**config.mk**
```make
export PLATFORM = sky130hd
export DESIGN_NAME = allocation_record_table_flat
export DESIGN_NICKNAME = d
export VERILOG_FILES = /design/src/rtl/art_pkg.sv /design/src/rtl/art_if.sv /design/src/rtl/art_ctrl.sv /design/src/rtl/art_dp.sv /design/src/rtl/allocation_record_table.sv /design/src/flat_wrapper.sv
export VERILOG_INCLUDE_DIRS = /design/src /design/src/rtl
export SDC_FILE = /design/constraint.sdc
export NUM_CORES = 2
export LEC_CHECK = 0
export BUFFER_PORTS_ARGS = -buffer_cell sky130_fd_sc_hd__buf_2
export CAP_MARGIN = 40
export CORE_MARGIN = 5
export CORE_UTILIZATION = 40
export DETAILED_ROUTE_END_ITERATION = 12
export SYNTH_ARGS = -nofsm -noshare
export SYNTH_HDL_FRONTEND = slang
export SYNTH_SLANG_ARGS = --single-unit
export TNS_END_PERCENT = 1
```
**constraint.sdc**
```tcl
create_clock -name clk -period 9.46 [get_ports clk]
set_input_delay 1.892 -clock clk [delete_from_list [all_inputs] [get_ports clk]]
set_output_delay 1.892 -clock clk [all_outputs]
set_load 0.01 [all_outputs]
```
**src/rtl/allocation_record_table_defines.svh**
```systemverilog
// ----------------------------------------------------------------------------
// Allocation record table: assertion macros
// Shared property forms used by the block's assertions.
// ----------------------------------------------------------------------------
`ifndef ALLOCATION_RECORD_TABLE_DEFINES_SVH
`define ALLOCATION_RECORD_TABLE_DEFINES_SVH

// Same-cycle implication, sampled on clk, off while in reset.
`define ART_ASSERT_SAME(lbl, ante, cons, msg) \
    lbl: assert property (@(posedge clk) disable iff (!rst_n) (ante) |-> (cons)) \
        else $error(msg);

// Next-cycle implication, sampled on clk, off while in reset.
`define ART_ASSERT_NEXT(lbl, ante, cons, msg) \
    lbl: assert property (@(posedge clk) disable iff (!rst_n) (ante) |=> (cons)) \
        else $error(msg);

`endif

```
**src/rtl/art_pkg.sv**
```systemverilog
`timescale 1ns / 1ps
// ----------------------------------------------------------------------------
// Allocation record table package
// Field widths, command and status codes, channel payloads and the
// controller/datapath command and status groups.
// ----------------------------------------------------------------------------
package art_pkg;

    localparam int ADDR_W   = 32;
    localparam int LEN_W    = 32;
    localparam int MODE_W   = 3;
    localparam int STATUS_W = 2;
    localparam int COUNT_W  = 6;

    localparam int DEPTH_DEFAULT     = 32;
    localparam int ADDR_BITS_DEFAULT = 32;

    typedef logic [MODE_W-1:0]   mode_t;
    typedef logic [STATUS_W-1:0] status_t;

    localparam mode_t MODE_APPEND = 3'd0;
    localparam mode_t MODE_FIND   = 3'd1;
    localparam mode_t MODE_FIT    = 3'd2;
    localparam mode_t MODE_REMOVE = 3'd3;
    localparam mode_t MODE_CLEAR  = 3'd4;
    localparam mode_t MODE_DUMP   = 3'd5;

    localparam status_t ST_OK   = 2'd0;
    localparam status_t ST_FULL = 2'd1;
    localparam status_t ST_MISS = 2'd2;

    typedef struct packed {
        mode_t             mode;
        logic [ADDR_W-1:0] address;
        logic [LEN_W-1:0]  length;
    } req_t;

    typedef struct packed {
        logic               found;
        logic [ADDR_W-1:0]  rec_address;
        logic [LEN_W-1:0]   rec_length;
        status_t            status;
        logic [COUNT_W-1:0] removed;
        logic [COUNT_W-1:0] entries;
        logic               last;
    } rsp_t;

    // controller -> datapath
    typedef struct packed {
        logic load;      // latch command, reset walk counters
        logic exec;      // single-step commands
        logic scan;      // search / compaction walk
        logic dump_rd;   // read next record for dump
        logic dump_out;  // load dumped record into output register
        logic fin;       // load final result into output register
    } ctl_cmd_t;

    // datapath -> controller
    typedef struct packed {
        mode_t mode;
        logic  empty;
        logic  scan_done;
        logic  dump_last;
        logic  out_free;
    } dp_status_t;

endpackage

```
**src/rtl/art_if.sv**
```systemverilog
`timescale 1ns / 1ps
// ----------------------------------------------------------------------------
// Allocation record table channels
// Valid/ready channels for commands and results.
// ----------------------------------------------------------------------------
interface art_req_if;
    import art_pkg::*;

    logic valid;
    logic ready;
    req_t data;

    modport source (output valid, output data, input ready);
    modport sink   (input valid, input data, output ready);
endinterface

interface art_rsp_if;
    import art_pkg::*;

    logic valid;
    logic ready;
    rsp_t data;

    modport source (output valid, output data, input ready);
    modport sink   (input valid, input data, output ready);
endinterface

```
**src/rtl/art_ctrl.sv**
```systemverilog
`timescale 1ns / 1ps
// ----------------------------------------------------------------------------
// Allocation record table controller
// Sequences one command at a time through decode, walk and result load.
// ----------------------------------------------------------------------------
module art_ctrl (
    input  logic                  clk,
    input  logic                  rst_n,
    input  logic                  in_valid,
    output logic                  in_ready,
    input  art_pkg::dp_status_t   sts,
    output art_pkg::ctl_cmd_t     cmd
);
    import art_pkg::*;

    typedef enum logic [2:0] {
        S_IDLE,
        S_EXEC,
        S_SCAN,
        S_DUMP_RD,
        S_DUMP_OUT,
        S_FIN
    } state_t;

    state_t state_reg;
    state_t state_next;
    logic   in_ready_reg;

    always_comb
    begin
        state_next = state_reg;
        cmd        = '0;
        unique case (state_reg)
            S_IDLE:
            begin
                if (in_valid && in_ready_reg)
                begin
                    cmd.load   = 1'b1;
                    state_next = S_EXEC;
                end
            end
            S_EXEC:
            begin
                cmd.exec = 1'b1;
                priority if (sts.mode == MODE_FIND || sts.mode == MODE_FIT ||
                             sts.mode == MODE_REMOVE)
                begin
                    state_next = S_SCAN;
                end
                else if (sts.mode == MODE_DUMP && !sts.empty)
                begin
                    state_next = S_DUMP_RD;
                end
                else
                begin
                    state_next = S_FIN;
                end
            end
            S_SCAN:
            begin
                cmd.scan = 1'b1;
                if (sts.scan_done)
                begin
                    state_next = S_FIN;
                end
            end
            S_DUMP_RD:
            begin
                cmd.dump_rd = 1'b1;
                state_next  = S_DUMP_OUT;
            end
            S_DUMP_OUT:
            begin
                if (sts.out_free)
                begin
                    cmd.dump_out = 1'b1;
                    state_next   = sts.dump_last ? S_IDLE : S_DUMP_RD;
                end
            end
            S_FIN:
            begin
                if (sts.out_free)
                begin
                    cmd.fin    = 1'b1;
                    state_next = S_IDLE;
                end
            end
            default:
            begin
                state_next = S_IDLE;
            end
        endcase
    end

    always_ff @(posedge clk or negedge rst_n)
    begin
        if (!rst_n)
        begin
            state_reg    <= S_IDLE;
            in_ready_reg <= 1'b1;
        end
        else
        begin
            state_reg    <= state_next;
            in_ready_reg <= (state_next == S_IDLE);
        end
    end

    assign in_ready = in_ready_reg;

endmodule

```
**src/rtl/art_dp.sv**
```systemverilog
`timescale 1ns / 1ps
// ----------------------------------------------------------------------------
// Allocation record table datapath
// Record memory, fill count, walk counters, compare and result registers.
// ----------------------------------------------------------------------------
module art_dp #(
    parameter int DEPTH     = art_pkg::DEPTH_DEFAULT,
    parameter int ADDR_BITS = art_pkg::ADDR_BITS_DEFAULT
) (
    input  logic                 clk,
    input  logic                 rst_n,
    input  art_pkg::req_t        req_data,
    input  art_pkg::ctl_cmd_t    cmd,
    output art_pkg::dp_status_t  sts,
    art_rsp_if.source            rsp
);
    import art_pkg::*;

    localparam int IW = $clog2(DEPTH);
    localparam int CW = $clog2(DEPTH + 1);
    localparam int AW = (ADDR_BITS < ADDR_W) ? ADDR_BITS : ADDR_W;
    localparam int EW = AW + LEN_W;

    // record memory: {address, length}
    logic [EW-1:0] mem [DEPTH];
    logic [EW-1:0] rdata_reg;

    logic [CW-1:0] count_reg;
    logic [CW-1:0] rd_idx_reg;
    logic [CW-1:0] kept_reg;
    logic          pend_reg;
    logic          res_found_reg;
    logic          out_valid_reg;

    mode_t             mode_reg;
    logic [AW-1:0]     key_addr_reg;
    logic [LEN_W-1:0]  key_len_reg;
    logic [AW-1:0]     res_addr_reg;
    logic [LEN_W-1:0]  res_len_reg;
    status_t           res_status_reg;
    logic [CW-1:0]     res_removed_reg;
    rsp_t              out_reg;

    logic [AW-1:0]    ent_addr;
    logic [LEN_W-1:0] ent_len;
    logic             by_addr;
    logic             match_now;
    logic             stop_hit;
    logic             issue;
    logic             rd_en;
    logic             full;
    logic             app_we;
    logic             cmp_we;
    logic             we;
    logic [IW-1:0]    waddr;
    logic [EW-1:0]    wdata;
    logic             scan_done;
    logic             dump_last;
    logic             out_free;

    assign ent_addr  = rdata_reg[EW-1 -: AW];
    assign ent_len   = rdata_reg[LEN_W-1:0];
    assign by_addr   = (mode_reg == MODE_FIND) || (mode_reg == MODE_REMOVE);
    assign match_now = pend_reg && (by_addr ? (ent_addr == key_addr_reg)
                                            : (ent_len >= key_len_reg));
    // find / first fit stop at the first hit; remove walks everything
    assign stop_hit  = match_now && (mode_reg != MODE_REMOVE);
    assign issue     = cmd.scan && (rd_idx_reg < count_reg) && !res_found_reg && !stop_hit;
    assign rd_en     = issue || cmd.dump_rd;
    assign scan_done = !pend_reg && ((rd_idx_reg >= count_reg) || res_found_reg);
    assign dump_last = (rd_idx_reg == count_reg);
    assign full      = (count_reg == CW'(DEPTH));
    assign out_free  = !out_valid_reg || rsp.ready;

    // compaction writes land at kept index, always behind the read index
    assign app_we = cmd.exec && (mode_reg == MODE_APPEND) && !full;
    assign cmp_we = cmd.scan && pend_reg && (mode_reg == MODE_REMOVE) && !match_now;
    assign we     = app_we || cmp_we;
    assign waddr  = app_we ? count_reg[IW-1:0] : kept_reg[IW-1:0];
    assign wdata  = app_we ? {key_addr_reg, key_len_reg} : rdata_reg;

    always_ff @(posedge clk)
    begin
        if (we)
        begin
            mem[waddr] <= wdata;
        end
        if (rd_en)
        begin
            rdata_reg <= mem[rd_idx_reg[IW-1:0]];
        end
    end

    always_ff @(posedge clk or negedge rst_n)
    begin
        if (!rst_n)
        begin
            count_reg     <= '0;
            rd_idx_reg    <= '0;
            kept_reg      <= '0;
            pend_reg      <= 1'b0;
            res_found_reg <= 1'b0;
            out_valid_reg <= 1'b0;
        end
        else
        begin
            pend_reg <= issue;

            if (cmd.load)
            begin
                rd_idx_reg <= '0;
            end
            else if (rd_en)
            begin
                rd_idx_reg <= rd_idx_reg + CW'(1);
            end

            if (cmd.load)
            begin
                kept_reg <= '0;
            end
            else if (cmp_we)
            begin
                kept_reg <= kept_reg + CW'(1);
            end

            if (cmd.load)
            begin
                res_found_reg <= 1'b0;
            end
            else if (cmd.scan && stop_hit)
            begin
                res_found_reg <= 1'b1;
            end

            priority if (app_we)
            begin
                count_reg <= count_reg + CW'(1);
            end
            else if (cmd.exec && mode_reg == MODE_CLEAR)
            begin
                count_reg <= '0;
            end
            else if (cmd.scan && scan_done && mode_reg == MODE_REMOVE)
            begin
                count_reg <= kept_reg;
            end
            else
            begin
                count_reg <= count_reg;
            end

            if (cmd.fin || cmd.dump_out)
            begin
                out_valid_reg <= 1'b1;
            end
            else if (rsp.ready)
            begin
                out_valid_reg <= 1'b0;
            end
        end
    end

    always_ff @(posedge clk)
    begin
        if (cmd.load)
        begin
            mode_reg        <= req_data.mode;
            key_addr_reg    <= req_data.address[AW-1:0];
            key_len_reg     <= req_data.length;
            res_addr_reg    <= '0;
            res_len_reg     <= '0;
            res_status_reg  <= ST_OK;
            res_removed_reg <= '0;
        end

        if (cmd.exec)
        begin
            if (mode_reg == MODE_APPEND && full)
            begin
                res_status_reg <= ST_FULL;
            end
            if (mode_reg == MODE_DUMP && count_reg == '0)
            begin
                res_status_reg <= ST_MISS;
            end
        end

        if (cmd.scan)
        begin
            if (stop_hit && !res_found_reg)
            begin
                res_addr_reg <= ent_addr;
                res_len_reg  <= ent_len;
            end
            if (scan_done)
            begin
                if (mode_reg == MODE_REMOVE)
                begin
                    res_removed_reg <= count_reg - kept_reg;
                    res_status_reg  <= (count_reg == kept_reg) ? ST_MISS : ST_OK;
                end
                else if (!res_found_reg)
                begin
                    res_status_reg <= ST_MISS;
                end
            end
        end

        if (cmd.dump_out)
        begin
            out_reg.found       <= 1'b1;
            out_reg.rec_address <= ADDR_W'(ent_addr);
            out_reg.rec_length  <= ent_len;
            out_reg.status      <= ST_OK;
            out_reg.removed     <= '0;
            out_reg.entries     <= COUNT_W'(count_reg);
            out_reg.last        <= dump_last;
        end
        else if (cmd.fin)
        begin
            out_reg.found       <= res_found_reg;
            out_reg.rec_address <= ADDR_W'(res_addr_reg);
            out_reg.rec_length  <= res_len_reg;
            out_reg.status      <= res_status_reg;
            out_reg.removed     <= COUNT_W'(res_removed_reg);
            out_reg.entries     <= COUNT_W'(count_reg);
            out_reg.last        <= 1'b1;
        end
    end

    assign sts.mode      = mode_reg;
    assign sts.empty     = (count_reg == '0);
    assign sts.scan_done = scan_done;
    assign sts.dump_last = dump_last;
    assign sts.out_free  = out_free;

    assign rsp.valid = out_valid_reg;
    assign rsp.data  = out_reg;

endmodule

```
**src/rtl/allocation_record_table.sv**
```systemverilog
`timescale 1ns / 1ps
// ----------------------------------------------------------------------------
// Allocation record table
// Ordered first-fit table of (address, size) records with search,
// order-keeping removal, clear and dump.
// ----------------------------------------------------------------------------
// Usage:
//   req carries one command per transfer (mode, address, length); rsp returns
//   result transfers. Every command yields one result with last set, except a
//   dump of a non-empty table, which yields one result per record in table
//   order with last set on the final one.
//   A command is taken only while the block is idle. Append, clear and the
//   unused modes pass through the execute step, then the result load. Find,
//   first fit and remove walk the table one record per cycle through the
//   single read port of the record memory; find and first fit stop at the
//   first hit. A dump reads each record from memory, then loads it into the
//   output register.
//   The result sits in an output register; the next command is accepted
//   while it waits. If rsp stalls, a following result waits in its final
//   step, and a dump pauses between records until the register frees up.
//   Reset empties the table (fill count zero) and clears the output valid;
//   record memory contents are not touched.
// ----------------------------------------------------------------------------
`include "allocation_record_table_defines.svh"

module allocation_record_table #(
    parameter int DEPTH     = art_pkg::DEPTH_DEFAULT,
    parameter int ADDR_BITS = art_pkg::ADDR_BITS_DEFAULT
) (
    input  logic       clk,
    input  logic       rst_n,
    art_req_if.sink    req,
    art_rsp_if.source  rsp
);
    import art_pkg::*;

    ctl_cmd_t   cmd;
    dp_status_t sts;
    logic       in_ready;

    // sequencing: decode, walk, result load
    art_ctrl u_ctrl (
        .clk      (clk),
        .rst_n    (rst_n),
        .in_valid (req.valid),
        .in_ready (in_ready),
        .sts      (sts),
        .cmd      (cmd)
    );

    assign req.ready = in_ready;

    // record memory, counters, compare and output register
    art_dp #(
        .DEPTH     (DEPTH),
        .ADDR_BITS (ADDR_BITS)
    ) u_dp (
        .clk      (clk),
        .rst_n    (rst_n),
        .req_data (req.data),
        .cmd      (cmd),
        .sts      (sts),
        .rsp      (rsp)
    );

    // no result is loaded while the controller is waiting for a command
    `ART_ASSERT_SAME(a_idle_no_load, req.ready, !(cmd.fin || cmd.dump_out), "load while idle")
    // a command is worked on one at a time
    `ART_ASSERT_NEXT(a_busy_after_xfer, req.valid && req.ready, !req.ready, "ready after accept")
    // output register is never overwritten while holding an untaken result
    `ART_ASSERT_SAME(a_load_free, cmd.fin || cmd.dump_out, sts.out_free, "output overwritten")
    // every load shows up as a valid result
    `ART_ASSERT_NEXT(a_load_valid, cmd.fin || cmd.dump_out, rsp.valid, "result lost")

endmodule
```
**src/flat_wrapper.sv**
```systemverilog
// flat-port wrapper written by rule: the top's interface ports become plain ports
module allocation_record_table_flat import art_pkg::*;
#(
    parameter int DEPTH     = art_pkg::DEPTH_DEFAULT,
    parameter int ADDR_BITS = art_pkg::ADDR_BITS_DEFAULT
)
  (clk, rst_n, req_valid, req_data, req_ready, rsp_valid, rsp_data, rsp_ready);
  art_req_if req_i ();
  art_rsp_if rsp_i ();
  input  logic clk;
  input  logic rst_n;
  input wire logic [$bits(req_i.valid)-1:0] req_valid;
  input wire logic [$bits(req_i.data)-1:0] req_data;
  output wire logic [$bits(req_i.ready)-1:0] req_ready;
  output wire logic [$bits(rsp_i.valid)-1:0] rsp_valid;
  output wire logic [$bits(rsp_i.data)-1:0] rsp_data;
  input wire logic [$bits(rsp_i.ready)-1:0] rsp_ready;
  assign req_i.valid = req_valid;
  assign req_i.data = req_data;
  assign req_ready = req_i.ready;
  assign rsp_valid = rsp_i.valid;
  assign rsp_data = rsp_i.data;
  assign rsp_i.ready = rsp_ready;
  allocation_record_table #(.DEPTH(DEPTH), .ADDR_BITS(ADDR_BITS)) u_core (.clk(clk), .rst_n(rst_n), .req(req_i), .rsp(rsp_i));
endmodule
```
==> flow_metrics.env <==
export IMPL_crit_fanout=41
export IMPL_pre_cts_ws_ns=4.11
export IMPL_fin_ws_ns=4.11
export IMPL_design_portCount=153
export IMPL_syn_area_um2=91700
export IMPL_r2r_end="u_core.u_dp.mem[30][35]"
export IMPL_gp_congestion=0.841
export IMPL_p_leak_nw=33.0
export IMPL_swShare_pct=29.7
export IMPL_hp_class="flop to flop"
export IMPL_power_frac_seq_pct=44.1
export IMPL_core_area_um2=228000
export IMPL_die_h_um=489
export IMPL_hold_violations=0
export IMPL_internal_power_mw=21.4
export IMPL_ys_warnings_count=0
export IMPL_wl_per_cell_um=31.8
export IMPL_drt_wl_total_um=246000
export IMPL_multi_input_area_um2=20700
export IMPL_reg2reg_slack_ns=4.11
export IMPL_fmax_mhz=187
export IMPL_fp_row_count=175
export IMPL_fin_area_um2=105000
export IMPL_max_slew_margin_pct=28.7
export IMPL_finalClockSkew_ns=0.0676
export IMPL_setup_viol=0
export IMPL_cts_sinks=2356
export IMPL_yosysTopAreaCellShare_pct=73.7
export IMPL_rsz0062_at_grt="false"
export IMPL_power_density_nw_per_um2=289
export IMPL_drv_cap=0
export IMPL_die_w_um=489
export IMPL_worstReg2RegStart="u_core.u_ctrl.state_reg[0]"
export IMPL_numCtsBuffers=229
export IMPL_clockPowerShare_pct=29.7
export IMPL_cp_arrival_ns=5.82
export IMPL_grt_usage_pct=20.6
export IMPL_fin_hold_ws_ns=0.433
export IMPL_cts_resized=0
export IMPL_final_common_cell="edfxtp_1"
export IMPL_drtIter0Drc=5146
export IMPL_drive_above_1_share_pct=33.3
export IMPL_cts_tree="yes"
export IMPL_synth_seq_cells=2356
export IMPL_worstMarginPinSlew_ns=1.07
export IMPL_nets=4642
export IMPL_synth_edf_count=2250
export IMPL_slew_violations=0
export IMPL_hold_end="u_core.u_dp.rsp.data[11]"
export IMPL_io_buffers=152
export IMPL_fillCellCount=18700
export IMPL_cts_path_max_buffers=3
export IMPL_ir_worst_vdd_mv=0.221
export IMPL_hp_start="u_core.u_dp.rsp.data[11]"
export IMPL_ctsHtreeMaxLevel=4
export IMPL_period_share_pct=56.6
export IMPL_synthArstFlopShare_pct=1.06
export IMPL_required_ns=9.93
export IMPL_grt_pass1_wl_um=348000
export IMPL_status="complete, no violations"
export IMPL_period_minus_slack_ns=5.35
export IMPL_clock_latency_ns=0.89
export IMPL_ys_seq_area_share_pct=76.1
export IMPL_syn_to_final_growth_pct=14.8
export IMPL_most_common_layout_cells="2250 x edfxtp_1, 640 x mux4_2, 231 x clkbuf_16"
export IMPL_overflow=0
export IMPL_largest_reg_flops=2048
export IMPL_critPathLaunchType="flop"
export IMPL_place_area_um2=97800
export IMPL_grt_max_degree=136
export IMPL_initial_core_util_pct=40.3
export IMPL_regArea_um2=69800
export IMPL_p_switching_mw=9.03
export IMPL_whs_path_depth=2
export IMPL_end_kind="flop"
export IMPL_drcViolationCount=0
export IMPL_grt_pass1_vias=44600
export IMPL_hpwlAfterDp_um=149000
export IMPL_cts_root_buf="clkbuf_16"
export IMPL_grt_antenna_before_repair=13
export IMPL_synth_cell_type_count=60
export IMPL_cts_reportedPaths_clkPinSlew_ns=0.07
export IMPL_synth_main_ff_cell="edfxtp_1"
export IMPL_netlist_top_cells_area="edfxtp_1 74%, mux4_2 16%, dfxtp_1 1.8%"
export IMPL_power_frac_comb_pct=26.1
export IMPL_r2r_cells=8
export IMPL_finalSetupTns_ns=0
export IMPL_synthCells=4166
export IMPL_drt_first_pass_iters=6
export IMPL_num_vias=44200
export IMPL_die_area_um2=239000
export IMPL_synth_area_per_cell_um2=22.0
export IMPL_yosysTopAreaCell="edfxtp_1"
export IMPL_holdBufCountCts=0
export IMPL_synthesis_nets=4285
export IMPL_post_cts_buffers=0
export IMPL_via_per_inst=5.71
export IMPL_ant_nets=0
export IMPL_critPathKind="flop to flop"
cells by family after synthesis:
kind of cell    after synthesis  share of synthesized area (%)
mux                         769                           17.2
compound gates              228                           1.70
simple gates                391                           2.22
buf+inv                     334                           1.68
xor+xnor                     40                          0.382
flops                      2356                           76.1
fa+ha+maj                    48                          0.663
power groups by stage:
stage	registers [mW]	logic [mW]	clock network (mW)
finish	13.4	7.95	9.04
global route	13.5	8.45	9.65
CTS	13.4	8.09	9.19
detailed placement	13.6	8.06	0
global placement	13.7	7.77	0
floorplan	13.6	5.06	0
how the worst max path moves through the flow:
| stage | startpoint | to | depth (start not counted) |
|---|---|---|---|
| 6_report | u_core.u_ctrl.state_reg[0] | u_core.u_dp.mem[30][35] | 8 |
| 5_1_grt | u_core.u_dp.rdata_reg[0] | u_core.u_dp.mem[31][32] | 12 |
| 4_1_cts | u_core.u_dp.rdata_reg[17] | u_core.u_dp.mem[31][35] | 11 |
| 3_5_place_dp | u_core.u_dp.rdata_reg[0] | u_core.u_dp.mem[31][36] | 12 |
| 3_3_place_gp | u_core.u_dp.key_addr_reg[3] | u_core.u_dp.mem[30][36] | 10 |
| 2_1_floorplan | u_core.u_dp.rdata_reg[0] | u_core.u_dp.mem[27][0] | 10 |
through the flow:
step / cells / util (%) / power (mW)
after CTS: 7728 / 46.2 / 30.7
after detailed placement: 7301 / 43.0 / 21.7
final: 7730 / 46.2 / 30.4
after global placement: 7245 / 42.4 / 21.5
after global routing: 7729 / 46.2 / 31.6
after floorplan: 4166 / - / 18.6
worst max-delay path, cell delays in order, from the launching register on:
cell and delay (ns):
dfrtp_4 0.55, buf_16 0.30, nand2_1 0.15, nor4_2 0.69
nand2_1 0.40, o32a_1 0.69, nor2_4 0.77, buf_4 0.66
buf_4 0.61
cell usage after synthesis, drive strengths merged (9+ instances only):
cell type and n:
nor4 9, mux2i 65, mux4 640, ha 47, dfrtp 24, inv 118
buf 124, a21oi 29, nand3 100, mux2 64, nor2 126, clkbuf 92
dfxtp 81, edfxtp 2250, o21ai 155, xor2 35, nand2 112
metal layers:
metal	wire length [µm]	vias to the layer above	GRT usage [%]
li1	-	18000	-
met1	102000	24100	29.0
met2	121000	1736	33.7
met3	15300	303	3.05
met4	6730	2	5.67
met5	10	-	0
layout make-up:
class / instances / area share (%)
diodes: 2 / 0.00476
clock buffers: 309 / 5.92
clock inverters: 118 / 1.14
inverters: 118 / 0.428
multi-input cells: 1476 / 19.6
flip-flops and latches: 2356 / 66.4
well taps: 3009 / 3.58
repair buffers: 342 / 2.93
Power figures use the tool's default switching activity.
